<file path="src/rtl/tlp_pkg.sv">
// ----------------------------------------------------------------------------
// tlp_pkg
// Shared types, constants and the hex decode helper for the tag-length
// list parser.
// ----------------------------------------------------------------------------
package tlp_pkg;

  // Parse position inside one tag-length entry
  typedef enum logic [1:0] {
    PH_TAG_FIRST = 2'd0,
    PH_TAG_MORE  = 2'd1,
    PH_LEN_FIRST = 2'd2,
    PH_LEN_MORE  = 2'd3
  } phase_e;

  localparam int unsigned TagValueW  = 32;
  localparam int unsigned TagCountW  = 3;
  localparam int unsigned LengthW    = 16;
  localparam int unsigned EntryNumW  = 6;
  localparam int unsigned CharW      = 8;

  // Result item payload, lowest field first in tdata
  localparam int unsigned ResultW    = TagValueW + TagCountW + LengthW + EntryNumW;
  localparam int unsigned ResultBusW = ((ResultW + 7) / 8) * 8;

  localparam logic [4:0]         TagMoreMark = 5'h1F;
  localparam logic [LengthW-1:0] LenShortMax = 16'h00FF;

  typedef struct packed {
    logic       ok;
    logic [3:0] val;
  } hex_t;

  // Decode one ASCII hex digit, either case
  function automatic hex_t hex_decode(input logic [CharW-1:0] c);
    hex_t h;
    h.ok  = 1'b1;
    h.val = 4'h0;
    if (c >= 8'h30 && c <= 8'h39) begin
      h.val = 4'(c - 8'h30);
    end else if (c >= 8'h41 && c <= 8'h46) begin
      h.val = 4'(c - 8'h37);
    end else if (c >= 8'h61 && c <= 8'h66) begin
      h.val = 4'(c - 8'h57);
    end else begin
      h.ok = 1'b0;
    end
    return h;
  endfunction

endpackage

</file>
<file path="src/rtl/tag_length_list_parser.sv">
// ----------------------------------------------------------------------------
// tag_length_list_parser
// Parses an ASCII-hex character stream holding a BER-TLV style tag-length
// list and emits one item per completed tag and length, or an error item.
// ----------------------------------------------------------------------------
//
// Channel   | Dir | tdata                         | tuser         | tlast
// ----------+-----+-------------------------------+---------------+-----------
// s_axis    | in  | [7:0] hex_char                | -             | last_char
// m_axis    | out | tag_value, tag_byte_count,    | format_error  | -
//           |     | length_value, entry_number    |               |
//
// One character item per cycle is accepted sustained while m_axis does not
// stall; each character passes the input register, then decode and state
// update into the result register. The state update of one character is a
// single step, which is what sets the rate of one item per cycle.
// Reset (rst_ni low, asynchronous) returns the parser to the start of a tag,
// clears the entry count and empties both registers.
// A stall on m_axis holds the result register and, through it, the input
// register; s_axis_tready drops only while both are full and blocked.
// ----------------------------------------------------------------------------
module tag_length_list_parser #(
  parameter int unsigned MAX_TAG_BYTES    = 4,
  parameter int unsigned MAX_LENGTH_BYTES = 2,
  parameter int unsigned MAX_ENTRIES      = 64
) (
  input  logic                            clk_i,
  input  logic                            rst_ni,
  // Character items
  input  logic                            s_axis_tvalid,
  output logic                            s_axis_tready,
  input  logic [tlp_pkg::CharW-1:0]       s_axis_tdata,   // [7:0] hex_char
  input  logic                            s_axis_tlast,   // last_char
  // Result items
  output logic                            m_axis_tvalid,
  input  logic                            m_axis_tready,
  // [31:0] tag_value, [34:32] tag_byte_count, [50:35] length_value,
  // [56:51] entry_number, [63:57] zero
  output logic [tlp_pkg::ResultBusW-1:0]  m_axis_tdata,
  output logic                            m_axis_tuser    // [0] format_error
);
  import tlp_pkg::*;

  localparam int unsigned TbW  = $clog2(MAX_TAG_BYTES + 1);
  localparam int unsigned LbW  = $clog2(MAX_LENGTH_BYTES + 1);
  localparam int unsigned CntW = $clog2(MAX_ENTRIES);
  localparam int unsigned TbXW  = (TbW > TagCountW) ? TbW : TagCountW;
  localparam int unsigned CntXW = (CntW > EntryNumW) ? CntW : EntryNumW;

  // Input register
  logic             in_vld_q;
  logic [CharW-1:0] in_char_q;
  logic             in_last_q;

  // Parse state
  phase_e              phase_q, phase_d;
  logic                nib_seen_q, nib_seen_d;
  logic [3:0]          hi_nib_q, hi_nib_d;
  logic [TagValueW-1:0] tag_q, tag_d;
  logic [TbW-1:0]      tag_cnt_q, tag_cnt_d;
  logic [LengthW-1:0]  len_q, len_d;
  logic [LbW-1:0]      len_left_q, len_left_d;
  logic [CntW-1:0]     entry_q, entry_d;

  // Result register
  logic                  out_vld_q;
  logic [ResultBusW-1:0] out_data_q, out_data_d;
  logic                  out_err_q, out_err_d;

  logic out_free, step;
  logic emit, fail;
  logic [LengthW-1:0] emit_len;
  hex_t               hx;
  logic [7:0]         byte_v;
  logic [6:0]         len_n;
  logic [LengthW-1:0] len_shift;
  logic [LbW-1:0]     left_dec;
  logic [TbXW-1:0]    tag_cnt_x;
  logic [CntXW-1:0]   entry_x;

  // The result register may take a new value when empty or being drained
  assign out_free      = !out_vld_q || m_axis_tready;
  assign step          = in_vld_q && out_free;
  assign s_axis_tready = !in_vld_q || out_free;

  assign tag_cnt_x = TbXW'(tag_cnt_q);
  assign entry_x   = CntXW'(entry_q);

  always_comb begin
    hx         = hex_decode(in_char_q);
    byte_v     = {hi_nib_q, hx.val};
    len_n      = byte_v[6:0];
    len_shift  = {len_q[7:0], byte_v};
    left_dec   = (len_left_q != '0) ? len_left_q - LbW'(1) : len_left_q;

    phase_d    = phase_q;
    nib_seen_d = nib_seen_q;
    hi_nib_d   = hi_nib_q;
    tag_d      = tag_q;
    tag_cnt_d  = tag_cnt_q;
    len_d      = len_q;
    len_left_d = len_left_q;
    entry_d    = entry_q;
    emit       = 1'b0;
    fail       = 1'b0;
    emit_len   = '0;

    if (!hx.ok) begin
      fail = 1'b1;
    end else if (!nib_seen_q) begin
      // Hold the high nibble until its partner arrives
      hi_nib_d   = hx.val;
      nib_seen_d = 1'b1;
    end else begin
      nib_seen_d = 1'b0;
      unique case (phase_q)
        PH_TAG_FIRST: begin
          tag_d     = TagValueW'(byte_v);
          tag_cnt_d = TbW'(1);
          phase_d   = (byte_v[4:0] == TagMoreMark) ? PH_TAG_MORE : PH_LEN_FIRST;
        end
        PH_TAG_MORE: begin
          if (tag_cnt_q >= TbW'(MAX_TAG_BYTES)) begin
            fail = 1'b1;
          end else begin
            tag_d     = {tag_q[TagValueW-9:0], byte_v};
            tag_cnt_d = tag_cnt_q + TbW'(1);
            if (!byte_v[7]) begin
              phase_d = PH_LEN_FIRST;
            end
          end
        end
        PH_LEN_FIRST: begin
          if (!byte_v[7]) begin
            emit     = 1'b1;
            emit_len = LengthW'(byte_v);
          end else if (len_n == 7'd0 || len_n > 7'(MAX_LENGTH_BYTES)) begin
            fail = 1'b1;
          end else begin
            len_d      = '0;
            len_left_d = LbW'(len_n);
            phase_d    = PH_LEN_MORE;
          end
        end
        PH_LEN_MORE: begin
          // Drop the entry once the value would pass 16 bits
          if (len_q > LenShortMax) begin
            fail = 1'b1;
          end else if (left_dec == '0) begin
            emit     = 1'b1;
            emit_len = len_shift;
          end else begin
            len_d      = len_shift;
            len_left_d = left_dec;
          end
        end
        default: fail = 1'b1;
      endcase
    end

    // Result payload for this character
    if (fail) begin
      out_data_d = ResultBusW'({entry_x[EntryNumW-1:0], LengthW'(0), TagCountW'(0),
                               TagValueW'(0)});
    end else begin
      out_data_d = ResultBusW'({entry_x[EntryNumW-1:0], emit_len,
                               tag_cnt_x[TagCountW-1:0], tag_q});
    end
    out_err_d = fail;

    if (emit) begin
      entry_d = (entry_q == CntW'(MAX_ENTRIES - 1)) ? '0 : entry_q + CntW'(1);
    end

    // Restart the entry after any result or at the end of the string
    if (fail || emit || in_last_q) begin
      phase_d    = PH_TAG_FIRST;
      nib_seen_d = 1'b0;
      hi_nib_d   = '0;
      tag_d      = '0;
      tag_cnt_d  = '0;
      len_d      = '0;
      len_left_d = '0;
    end
    if (in_last_q) begin
      entry_d = '0;
    end
  end

  always_ff @(posedge clk_i or negedge rst_ni) begin
    if (!rst_ni) begin
      in_vld_q   <= 1'b0;
      out_vld_q  <= 1'b0;
      phase_q    <= PH_TAG_FIRST;
      nib_seen_q <= 1'b0;
      hi_nib_q   <= '0;
      tag_q      <= '0;
      tag_cnt_q  <= '0;
      len_q      <= '0;
      len_left_q <= '0;
      entry_q    <= '0;
    end else begin
      // Advance the input register
      if (s_axis_tready) begin
        in_vld_q <= s_axis_tvalid;
      end
      // Update parse state and the result valid flag
      if (step) begin
        phase_q    <= phase_d;
        nib_seen_q <= nib_seen_d;
        hi_nib_q   <= hi_nib_d;
        tag_q      <= tag_d;
        tag_cnt_q  <= tag_cnt_d;
        len_q      <= len_d;
        len_left_q <= len_left_d;
        entry_q    <= entry_d;
        out_vld_q  <= emit || fail;
      end else if (m_axis_tready) begin
        out_vld_q  <= 1'b0;
      end
    end
  end

  // Payload registers, no reset needed
  always_ff @(posedge clk_i) begin
    if (s_axis_tready && s_axis_tvalid) begin
      in_char_q <= s_axis_tdata;
      in_last_q <= s_axis_tlast;
    end
    if (step && (emit || fail)) begin
      out_data_q <= out_data_d;
      out_err_q  <= out_err_d;
    end
  end

  assign m_axis_tvalid = out_vld_q;
  assign m_axis_tdata  = out_data_q;
  assign m_axis_tuser  = out_err_q;

endmodule

</file>
<file path="config.mk">
export PLATFORM = sky130hd
export DESIGN_NAME = tag_length_list_parser
export DESIGN_NICKNAME = d
export VERILOG_FILES = /design/src/rtl/tlp_pkg.sv /design/src/rtl/tag_length_list_parser.sv
export SDC_FILE = /design/constraint.sdc
export NUM_CORES = 1
export LEC_CHECK = 0
export BUFFER_PORTS_ARGS = -buffer_cell sky130_fd_sc_hd__buf_4
export CORE_ASPECT_RATIO = 1.2
export CORE_UTILIZATION = 52
export CTS_CLUSTER_SIZE = 25
export DETAILED_ROUTE_END_ITERATION = 10
export PLACE_DENSITY = 0.83
export SYNTH_ARGS = -nofsm -noshare
export SYNTH_HDL_FRONTEND = slang
export SYNTH_SLANG_ARGS = --single-unit
</file>
<file path="constraint.sdc">
create_clock -name clk_i -period 4.95 [get_ports clk_i]
set_clock_uncertainty 0.05 [all_clocks]
set_input_delay 1.485 -clock clk_i [delete_from_list [all_inputs] [get_ports clk_i]]
set_output_delay 1.485 -clock clk_i [all_outputs]
set_load 0.01 [all_outputs]
</file>
==> metrics, run 1 <==
mean number of vias per cell approximately 5.4; Die Y-Extent between 100 and 150 µm; drt drc 0; RSZ-0062 raised after global routing false; number of top-level pins 80; Yosys reg bits ~140; status completed; most frequent cells in the layout buf_4 (75), dfrtp_1 (68), edfxtp_1 (67); CTS tree built; Initial Util between 50% and 60%; Post-DRT Antenna Nets 0; Worst Path Required around 3.4 ns; share of cells above drive strength 1 between 20% and 30%; Max rail drop VDD ~0.26 mV; global route total overflow 0; ys async rst share between 50% and 60%; Ys Warns 0; CP endpoint kind output port; die width about 100 µm; reg-to-reg slack, setup ~1.5 ns; Max-cap violations 0; # hold bufs at CTS 0; Most used DFF post-synth dfrtp_1; Sum Neg Setup Slack 0 ns; FMAX 0.266 GHz; Num CTS Buffers 17; Total GRT Usage between 10% and 20%; clk_lat worst skew between 0.4 and 0.5 ns; PostCTS Resize Cnt 0; number of DRC markers in iteration 0 approximately 230; final-report setup violation count 0; Worst-path clk slew roughly 0.060 ns; CTS root buf clkbuf_16; Slew Limit Fails 0; die area 0.0119 mm²; WL final ~11 mm; Clock Sinks ~140; synth unique cells 64; sequential-to-total area share from yosys stat between 60% and 70%; vias ~3800; n_diodes 0; Reg area around 0.0037 mm²; Mapped Area around 0.0059 mm²; CP startpoint kind primary input; fin crit period 3.76 ns; Wirelength per Cell 15.6 µm; worst rel slew slack a little over a fifth; port buffer count 72; RD Place Congestion a little under 0.9; commonest non-fill, non-tap cell in the layout buf_4; critical path type in2out; Clock Path Buffers 2; Tcrit/Tclk final between 70% and 80%; Lkg Pwr a little under 3 nW; number of enable flip-flop cells after synthesis between 60 and 70; DP Wirelength 7.47 mm; hold_sp tag_q[29]; largest net degree at the start of global routing 69; Multi-input gate area 0.00202 mm²; worst hold slack ~0.45 ns; Hold Vio Cnt, Final 0; core box area about 0.011 mm²; dominant cell type by area after synthesis edfxtp_1; largest cells by area after synthesis edfxtp_1 (34%), dfrtp_1 (29%), and2_1 (5.1%), a22o_1 (4.9%), nand2_1 (2.4%); number of global-route vias before repair 3697; drt pass-1 iters 4; postcts setup bufs 0; Max FO, Critical Path 4; Worst Path Arrival around 2.2 ns; H-tree levels 4; worst r2r src in_char_q[0]; worst hold path class reg2reg; Avg Cell Area, Syn 12.9 µm²; Synth top area share between 30% and 40%; power per cell area between 300 and 400 mW/mm²; post-layout util between 60% and 70%; Core Rows 42; first-pass GRT wire length 17.9 mm; Filler cells between 800 and 900; Critical Path Start m_axis_tready; synth-to-layout area growth 20.5%; post-synthesis cell count ~460; initial antenna violation count 0; Final Net Count 559; Worst-Margin Slew between 1 and 1.5 ns
metrics by stage:
step	total power, mW	area, µm²	std cells	setup slack [ns]
after floorplan	1.43	5960	468	0.0111
after global placement	1.53	6600	671	1.23
after detailed placement	1.54	6600	671	1.19
after CTS	2.71	7160	703	1.18
after global routing	2.78	7160	703	1.17
final	2.68	7160	703	1.19
state kept, by name (all words and copies together) (netlist names):
| register | flops |
|---|---|
| in_vld_q | 1 |
| len_left_q | 2 |
| hi_nib_q | 4 |
| phase_q | 2 |
| tag_cnt_q | 3 |
| m_axis_tdata | 57 |
| len_q | 16 |
| entry_q | 6 |
| in_char_q | 8 |
| m_axis_tuser | 1 |
| m_axis_tvalid | 1 |
| in_last_q | 1 |
| tag_q | 32 |
| nib_seen_q | 1 |
cells in the mapped netlist, drive strengths merged (3+ instances only):
cell / n
nor3: 3
and3: 6
nor2: 16
a21o: 3
buf: 19
nand2: 40
and4: 3
nand2b: 9
nand3: 9
o31ai: 13
nor4: 5
clkbuf: 8
a22o: 33
a32o: 4
inv: 23
and2: 48
a21oi: 12
ha: 10
o21ai: 23
o22ai: 3
dfrtp: 68
edfxtp: 67
worst paths after layout:
check | to | cells past startpoint
max reg2reg | m_axis_tdata[10] | 12
max | s_axis_tready | 4
min | tag_q[29] | 1
min in group asynchronous | len_q[4] | 1
max in group asynchronous | hi_nib_q[0] | 1
min reg2reg | tag_q[29] | 1
cell families (layout without fill, tap and decap cells):
family	count (synthesis)	count (layout)	share of synthesized area [%]
other	1	7	0.0631
xor gates and xnor gates	1	1	0.147
and+or+nand+nor	153	153	15.4
AOI/OAI and AO/OA	110	110	15.3
buffers and inverters	50	131	4.17
DFF	135	135	62.5
adders and majority gates	10	10	2.11
muxes	2	2	0.379
final cells by class:
cell class                 instances  area share [%]
clock buffer                      18            6.00
clock inverter                    14            1.78
inverter                          23            1.21
multi-input combinational        283            28.3
sequential                       135            51.9
tap                              154            2.69
timing repair buffer              76            8.15
where the power goes:
group	internal, mW	total [mW]	switching, mW	leakage [nW]
registers	1.25	1.28	0.0344	1.59
logic	0.0907	0.233	0.142	1.12
clock network	0.692	1.17	0.476	0.264
layer usage:
layer	share of wire, %	track usage [%]
met1	41	24.1
met2	52	33.5
met3	4.6	4.58
met4	2.3	8.92
met5	0	0
worst max-delay path, cell delays in order:
cell and delay, ns:
buf_4 0.10, nand2b_1 0.17, or2_2 0.31, buf_4 0.15
No activity file was read; power rests on OpenSTA's default activity.
==> run 2, diff against run 1 <==
--- a/config.mk
+++ b/config.mk
@@ -5,12 +5,13 @@
 export SDC_FILE = /design/constraint.sdc
 export NUM_CORES = 1
 export LEC_CHECK = 0
+export ABC_AREA = 1
 export BUFFER_PORTS_ARGS = -buffer_cell sky130_fd_sc_hd__buf_4
 export CORE_ASPECT_RATIO = 1.2
-export CORE_UTILIZATION = 52
+export CORE_UTILIZATION = 58
 export CTS_CLUSTER_SIZE = 25
 export DETAILED_ROUTE_END_ITERATION = 10
-export PLACE_DENSITY = 0.83
+export PLACE_DENSITY = 0.87
 export SYNTH_ARGS = -nofsm -noshare
 export SYNTH_HDL_FRONTEND = slang
 export SYNTH_SLANG_ARGS = --single-unit
==> constraint.sdc (replaced) <==
create_clock -name clk_i -period 3.6 [get_ports clk_i]
set_clock_uncertainty 0.05 [all_clocks]
set_input_delay 1.08 -clock clk_i [delete_from_list [all_inputs] [get_ports clk_i]]
set_output_delay 1.08 -clock clk_i [all_outputs]
set_load 0.01 [all_outputs]
==> metrics, run 2 <==
status completed; Clock Sinks 135 (unchanged); vias 4950 (+30%); mean number of vias per cell 5.45 (+0.88%); largest net degree at the start of global routing 69 (unchanged); initial antenna violation count 0 (unchanged); number of DRC markers in iteration 0 369 (+59%); ys async rst share 50.4% (unchanged); most frequent cells after synthesis nand2_1 (187), nor2_1 (119), inv_1 (70), nand3_1 (70), dfrtp_1 (68); synth unique cells 37 (-42%); Wirelength per Cell 14.7 µm (-5.5%); Placed Cells 876 (+31%); Worst-Margin Slew 0.872 ns (-0.306 ns); CP startpoint kind register; Final Net Count 789 (+41%); worst hold path class reg2reg; drt drc 0 (unchanged); Sum Neg Setup Slack 0 ns (unchanged); CTS root buf clkbuf_16; Max rail drop VDD 0.361 mV (+41%); fin crit period roughly 3.2 ns; die area 0.0113 mm² (-4.8%); Ys Warns 0 (unchanged); WL final 13.4 mm (+22%); # hold bufs at CTS 0 (unchanged); Die Y-Extent 116 µm (-2.4%); final-report setup violation count 0 (unchanged); dominant cell type by area after synthesis edfxtp_1; first-pass GRT wire length 22.2 mm (+24%); die width 97.2 µm (-2.4%); most frequent cells in the layout nand2_1 (187), nor2_1 (119), buf_4 (78); cell with the most instances after synthesis nand2_1; H-tree levels 4 (unchanged); Tcrit/Tclk final roughly nine tenths; port buffer count 72 (unchanged); RD Place Congestion 0.873 (-2.0%); synth-to-layout area growth 20.0%; n_diodes 0 (unchanged); worst rel slew slack 41.9% (+21 points); Lkg Pwr 3.38 nW (+13%); number of enable flip-flop cells after synthesis 67 (unchanged); Max FO, Critical Path 42 (+38); Largest register FFs 57 (unchanged); FMAX between 0.3 and 0.4 GHz; share of cells above drive strength 1 16.8% (-9.2 points); Initial Util 59.6% (+6.1 points); sequential-to-total area share from yosys stat 58.9% (-3.6 points); number of global-route vias before repair 4835 (+31%); CTS tree built; Num CTS Buffers 17 (unchanged); Avg Cell Area, Syn 9.06 µm² (-30%); number of top-level pins 80 (unchanged); Most used DFF post-synth dfrtp_1; Worst-path clk slew 0.06 ns (about the same); commonest non-fill, non-tap cell in the layout nand2_1; Worst Path Required 3.66 ns (+0.25 ns); Hold Vio Cnt, Final 0 (unchanged); PostCTS Resize Cnt 0 (unchanged); largest cells by area after synthesis edfxtp_1 (32%), dfrtp_1 (27%), nand2_1 (11%), nor2_1 (7.1%), nand3_1 (5.6%); CP endpoint kind register; Mapped Area 0.00630 mm² (+6.1%); RSZ-0062 raised after global routing false; Synth top area share 31.9% (-2.0 points); core box area 0.0106 mm² (-4.7%); Total GRT Usage 25.0% (+5.2 points); global route total overflow 0 (unchanged); postcts setup bufs 0 (unchanged); Yosys reg bits 135 (unchanged); Core Rows 41 (-2.4%); Post-Layout Cell Count 908 (+29%); Clock Path Buffers 2 (unchanged); clk_lat worst skew 0.42 ns (about the same); post-synthesis cell count 696 (+51%); critical path type reg2reg; DP Wirelength 8.34 mm (+12%); Slew Limit Fails 0 (unchanged); Max-cap violations 0 (unchanged); power per cell area 576 mW/mm² (+54%); drt pass-1 iters 5 (+1); Worst Path Arrival 3.26 ns (+1.04 ns); Post-DRT Antenna Nets 0 (unchanged)
[run 2: cell count changes in the layout (fill, tap and decap cells not counted), sizes merged, moves of 6 or more]
cell | before | now
nand2 | 40 | 195
nor2 | 16 | 123
nand3 | 9 | 74
and2 | 48 | 0
inv | 25 | 73
a22o | 33 | 0
o21ai | 23 | 9
o31ai | 13 | 0
nor3 | 3 | 15
nand2b | 9 | 0
and3 | 6 | 0
[run 2: kinds of logic (layout without fill, tap and decap cells)]
kind of cell | count (synthesis) | after routing | synth area share, %
compound gates | 23 | 23 | 2.04
xor+xnor | 3 | 3 | 0.417
fa+ha+maj | 10 | 10 | 1.98
buf+inv | 107 | 184 | 7.50
flops | 135 | 135 | 58.9
other cells | 1 | 7 | 0.0595
simple gates | 417 | 417 | 29.1
[run 2: cell type report]
class,count,area (µm²)
fillers,742,3010
clock inverters,13,225
flip-flops and latches,135,3710
clock buffers,19,443
inverters,73,274
multi-input cells,460,2140
repair buffers,79,606
well taps,129,161
[run 2: final timing paths]
check	from	endpoint	slack [ns]	cells past startpoint
max in group asynchronous	rst_ni	len_q[14]	2.20	1
hold / removal	entry_q[4]	m_axis_tdata[55]	0.43	0
min in group asynchronous	rst_ni	entry_q[3]	0.71	1
hold reg to reg	entry_q[4]	m_axis_tdata[55]	0.43	0
setup reg to reg	in_char_q[0]	m_axis_tdata[35]	0.40	17
setup / recovery	in_char_q[0]	m_axis_tdata[35]	0.40	17
[run 2: through the flow]
| step | setup WS [ns] | utilization [%] | power [mW] | cell area, µm² | hold WS (ns) |
|---|---|---|---|---|---|
| 4_1_cts | 0.424 | 71.6 | 4.37 | 7560 | 0.430 |
| 3_5_place_dp | 0.441 | 65.2 | 2.43 | 6890 | 0.416 |
| 5_1_grt | 0.146 | 71.6 | 4.49 | 7560 | 0.445 |
| 2_1_floorplan | 0.103 | - | 2.20 | 6330 | 0.396 |
| 6_report | 0.401 | 71.6 | 4.36 | 7560 | 0.432 |
| 3_3_place_gp | 0.617 | 65.2 | 2.40 | 6890 | 0.412 |
[run 2: layer usage]
metal,GRT usage [%],share of wire (%)
met5,0,0
met1,27.4,38
met3,5.45,5.1
met4,12.1,2.8
met2,46.3,54
[run 2: worst max-delay path: stages, from the launching register on]
cell and delay (ns):
edfxtp_1 0.45, inv_1 0.15, ha_1 0.20, nand2_1 0.08, nand3_2 0.09, nand2_4 0.10, o21ai_0 0.26, inv_1 0.10
nand2_1 0.08, inv_1 0.04, nand4_1 0.09, nand3_1 0.08, nand2_1 0.11, nand2_4 0.12, nand2_2 0.10, o21ai_0 0.14
inv_2 0.35, buf_12 0.29
[run 2: report_power, final]
part	switching, mW	internal (mW)
Clock	0.638	1.31
Combinational	0.345	0.191
Sequential	0.0870	1.78
Total	1.07	3.29
==> run 3, diff against run 2 <==
--- a/config.mk
+++ b/config.mk
@@ -11,7 +11,7 @@
 export CORE_UTILIZATION = 58
 export CTS_CLUSTER_SIZE = 25
 export DETAILED_ROUTE_END_ITERATION = 10
-export PLACE_DENSITY = 0.87
+export PLACE_DENSITY = 0.84
 export SYNTH_ARGS = -nofsm -noshare
 export SYNTH_HDL_FRONTEND = slang
 export SYNTH_SLANG_ARGS = --single-unit
==> metrics, run 3 (synthesized netlist as in run 2, its figures left out) <==
Initial Util 59.6% (unchanged); die width 97.2 µm (unchanged); Wirelength per Cell 14.4 µm (-2.3%); WL final 13.0 mm (-2.5%); Clock Power Share 42.7% (-2.1 points); Critical-path top delay cell edfxtp_1; internal power 3.16 mW (-3.8%); postcts setup bufs 0 (unchanged); Worst Path Arrival 3.24 ns (-0.02 ns); reg-to-reg slack, setup 0.41 ns (about the same); Largest register FFs 57 (unchanged); port buffer count 72 (unchanged); final-report setup violation count 0 (unchanged); Bufs and invs on worst path 4 (-1); CTS root buf clkbuf_16; RSZ-0062 raised after global routing false; clk_lat worst skew 0.41 ns (about the same); Die Y-Extent 116 µm (unchanged); Worst Path Required 3.65 ns (about the same); Clock Sinks 135 (unchanged); fin area 0.00750 mm² (-0.79%); Min-Delay Path Depth 2 (+2); Final Net Count 788 (-0.13%); Slew Limit Fails 0 (unchanged); CTS tree built; synth-to-layout area growth 19.0%; Max-cap violations 0 (unchanged); Sum Neg Setup Slack 0 ns (unchanged); worst r2r src in_char_q[1]; Worst-Margin Slew 0.873 ns (+0.000778 ns); Clock Path Buffers 2 (unchanged); number of top-level pins 80 (unchanged); Net Sw Power 1.04 mW (-2.5%); number of DRC markers in iteration 0 396 (+7.3%); initial antenna violation count 0 (unchanged); n_diodes 0 (unchanged); commonest non-fill, non-tap cell in the layout nand2_1; top cell family by delay on the critical path simple AND/OR/NAND/NOR gates; RD Place Congestion 0.930 (+6.5%); Num CTS Buffers 17 (unchanged); worst hold path class reg2reg; Post-DRT Antenna Nets 0 (unchanged); number of global-route vias before repair 4879 (+0.91%); status completed; Lkg Pwr 3.36 nW (-0.62%); Total GRT Usage 24.5% (-0.45 points); mean number of vias per cell 5.42 (-0.56%); sequential share of power 44.5% (+1.6 points); Hold Vio Cnt, Final 0 (unchanged); CP startpoint kind register; critical path type reg2reg; FF-to-FF End m_axis_tdata[52]; Critical Path Stages 17 (unchanged); crit path to m_axis_tdata[52]; DP Wirelength 8.39 mm (+0.54%); drt pass-1 iters 6 (+1); Tcrit/Tclk final 88.7% (-0.17 points); # hold bufs at CTS 0 (unchanged); most frequent cells in the layout nand2_1 (187), nor2_1 (119), buf_4 (77); Reg2Reg Depth 17 (unchanged); worst rel slew slack 41.8% (-0.052 points); H-tree levels 4 (unchanged); CP endpoint kind register; most used cell, CP nand2_1; critical path cell sequence inv_1 > ha_1 > nand2_1 > nand3_2 > nand2_4 > nor2_1 > inv_1 > o21ai_1 > nand2_1 > nand4_1 > nand3_1 > nand2_1 > nand2_4 > nand2_2 > o21ai_0 > inv_2 > buf_12; power per cell area 560 mW/mm² (-2.7%); share of cells above drive strength 1 16.5% (-0.36 points); Critical Path Start in_char_q[1]; vias 4917 (-0.67%); largest net degree at the start of global routing 69 (unchanged); die area 0.0113 mm² (unchanged); Max rail drop VDD 0.322 mV (-11%); Core Rows 41 (unchanged); fin crit period 3.19 ns (-0.00600 ns); PostCTS Resize Cnt 0 (unchanged); combinational power share 12.7% (+0.4 points); Area after DPL 0.00689 mm² (-0.11%); Switching Fraction 24.8% (+0.25 points); Max FO, Critical Path 43 (+2.4%); core box area 0.0106 mm² (unchanged); first-pass GRT wire length 22.0 mm (-1.1%); Max stage delay on crit path 0.43 ns (-0.02 ns); FMAX 0.313 GHz (+0.19%); global route total overflow 0 (unchanged); Worst-path clk slew 0.06 ns (about the same); drt drc 0 (unchanged)
run 3: per-layer routing:
metal	wire, µm	global-route usage, %
met5	0	0
met4	408	12.5
met3	699	5.51
met2	6930	43.8
met1	5010	28.0
run 3: final cells by class:
cell class	instances	area, µm²
sequential	135	3710
fill	749	3070
multi-input combinational	460	2140
timing repair buffer	78	598
clock buffer	23	468
inverter	73	274
tap	129	161
clock inverter	9	148
run 3: tightest hold or removal path: stages (launching register included):
cell and delay, ns:
dfrtp_1 0.34, nand2_1 0.05, nand2_1 0.06
run 3: metrics by stage:
step	instances	utilization (%)	setup WS [ns]	power [mW]	hold slack (ns)
4_1_cts	907	71.0	0.448	4.22	0.431
5_1_grt	907	71.0	0.164	4.35	0.448
6_report	907	71.0	0.407	4.20	0.429
3_3_place_gp	875	65.2	0.668	2.40	0.411
2_1_floorplan	702	-	0.103	2.20	0.396
3_5_place_dp	875	65.2	0.509	2.43	0.418
run 3: how the worst min path moves through the flow:
stage | from | to | slack, ns
global placement | len_q[7] | len_q[7] | 0.41
floorplan | entry_q[4] | m_axis_tdata[55] | 0.40
CTS | entry_q[4] | m_axis_tdata[55] | 0.43
finish | len_q[10] | len_q[10] | 0.43
global route | len_q[10] | len_q[10] | 0.45
detailed placement | entry_q[4] | m_axis_tdata[55] | 0.42
run 3: power by group through the flow:
stage          clock network (mW)  registers, mW  logic (mW)
5_1_grt                      1.89           1.88       0.583
2_1_floorplan                   0           1.92       0.277
3_5_place_dp                    0           1.90       0.533
6_report                     1.80           1.87       0.535
4_1_cts                      1.81           1.87       0.539
3_3_place_gp                    0           1.89       0.512
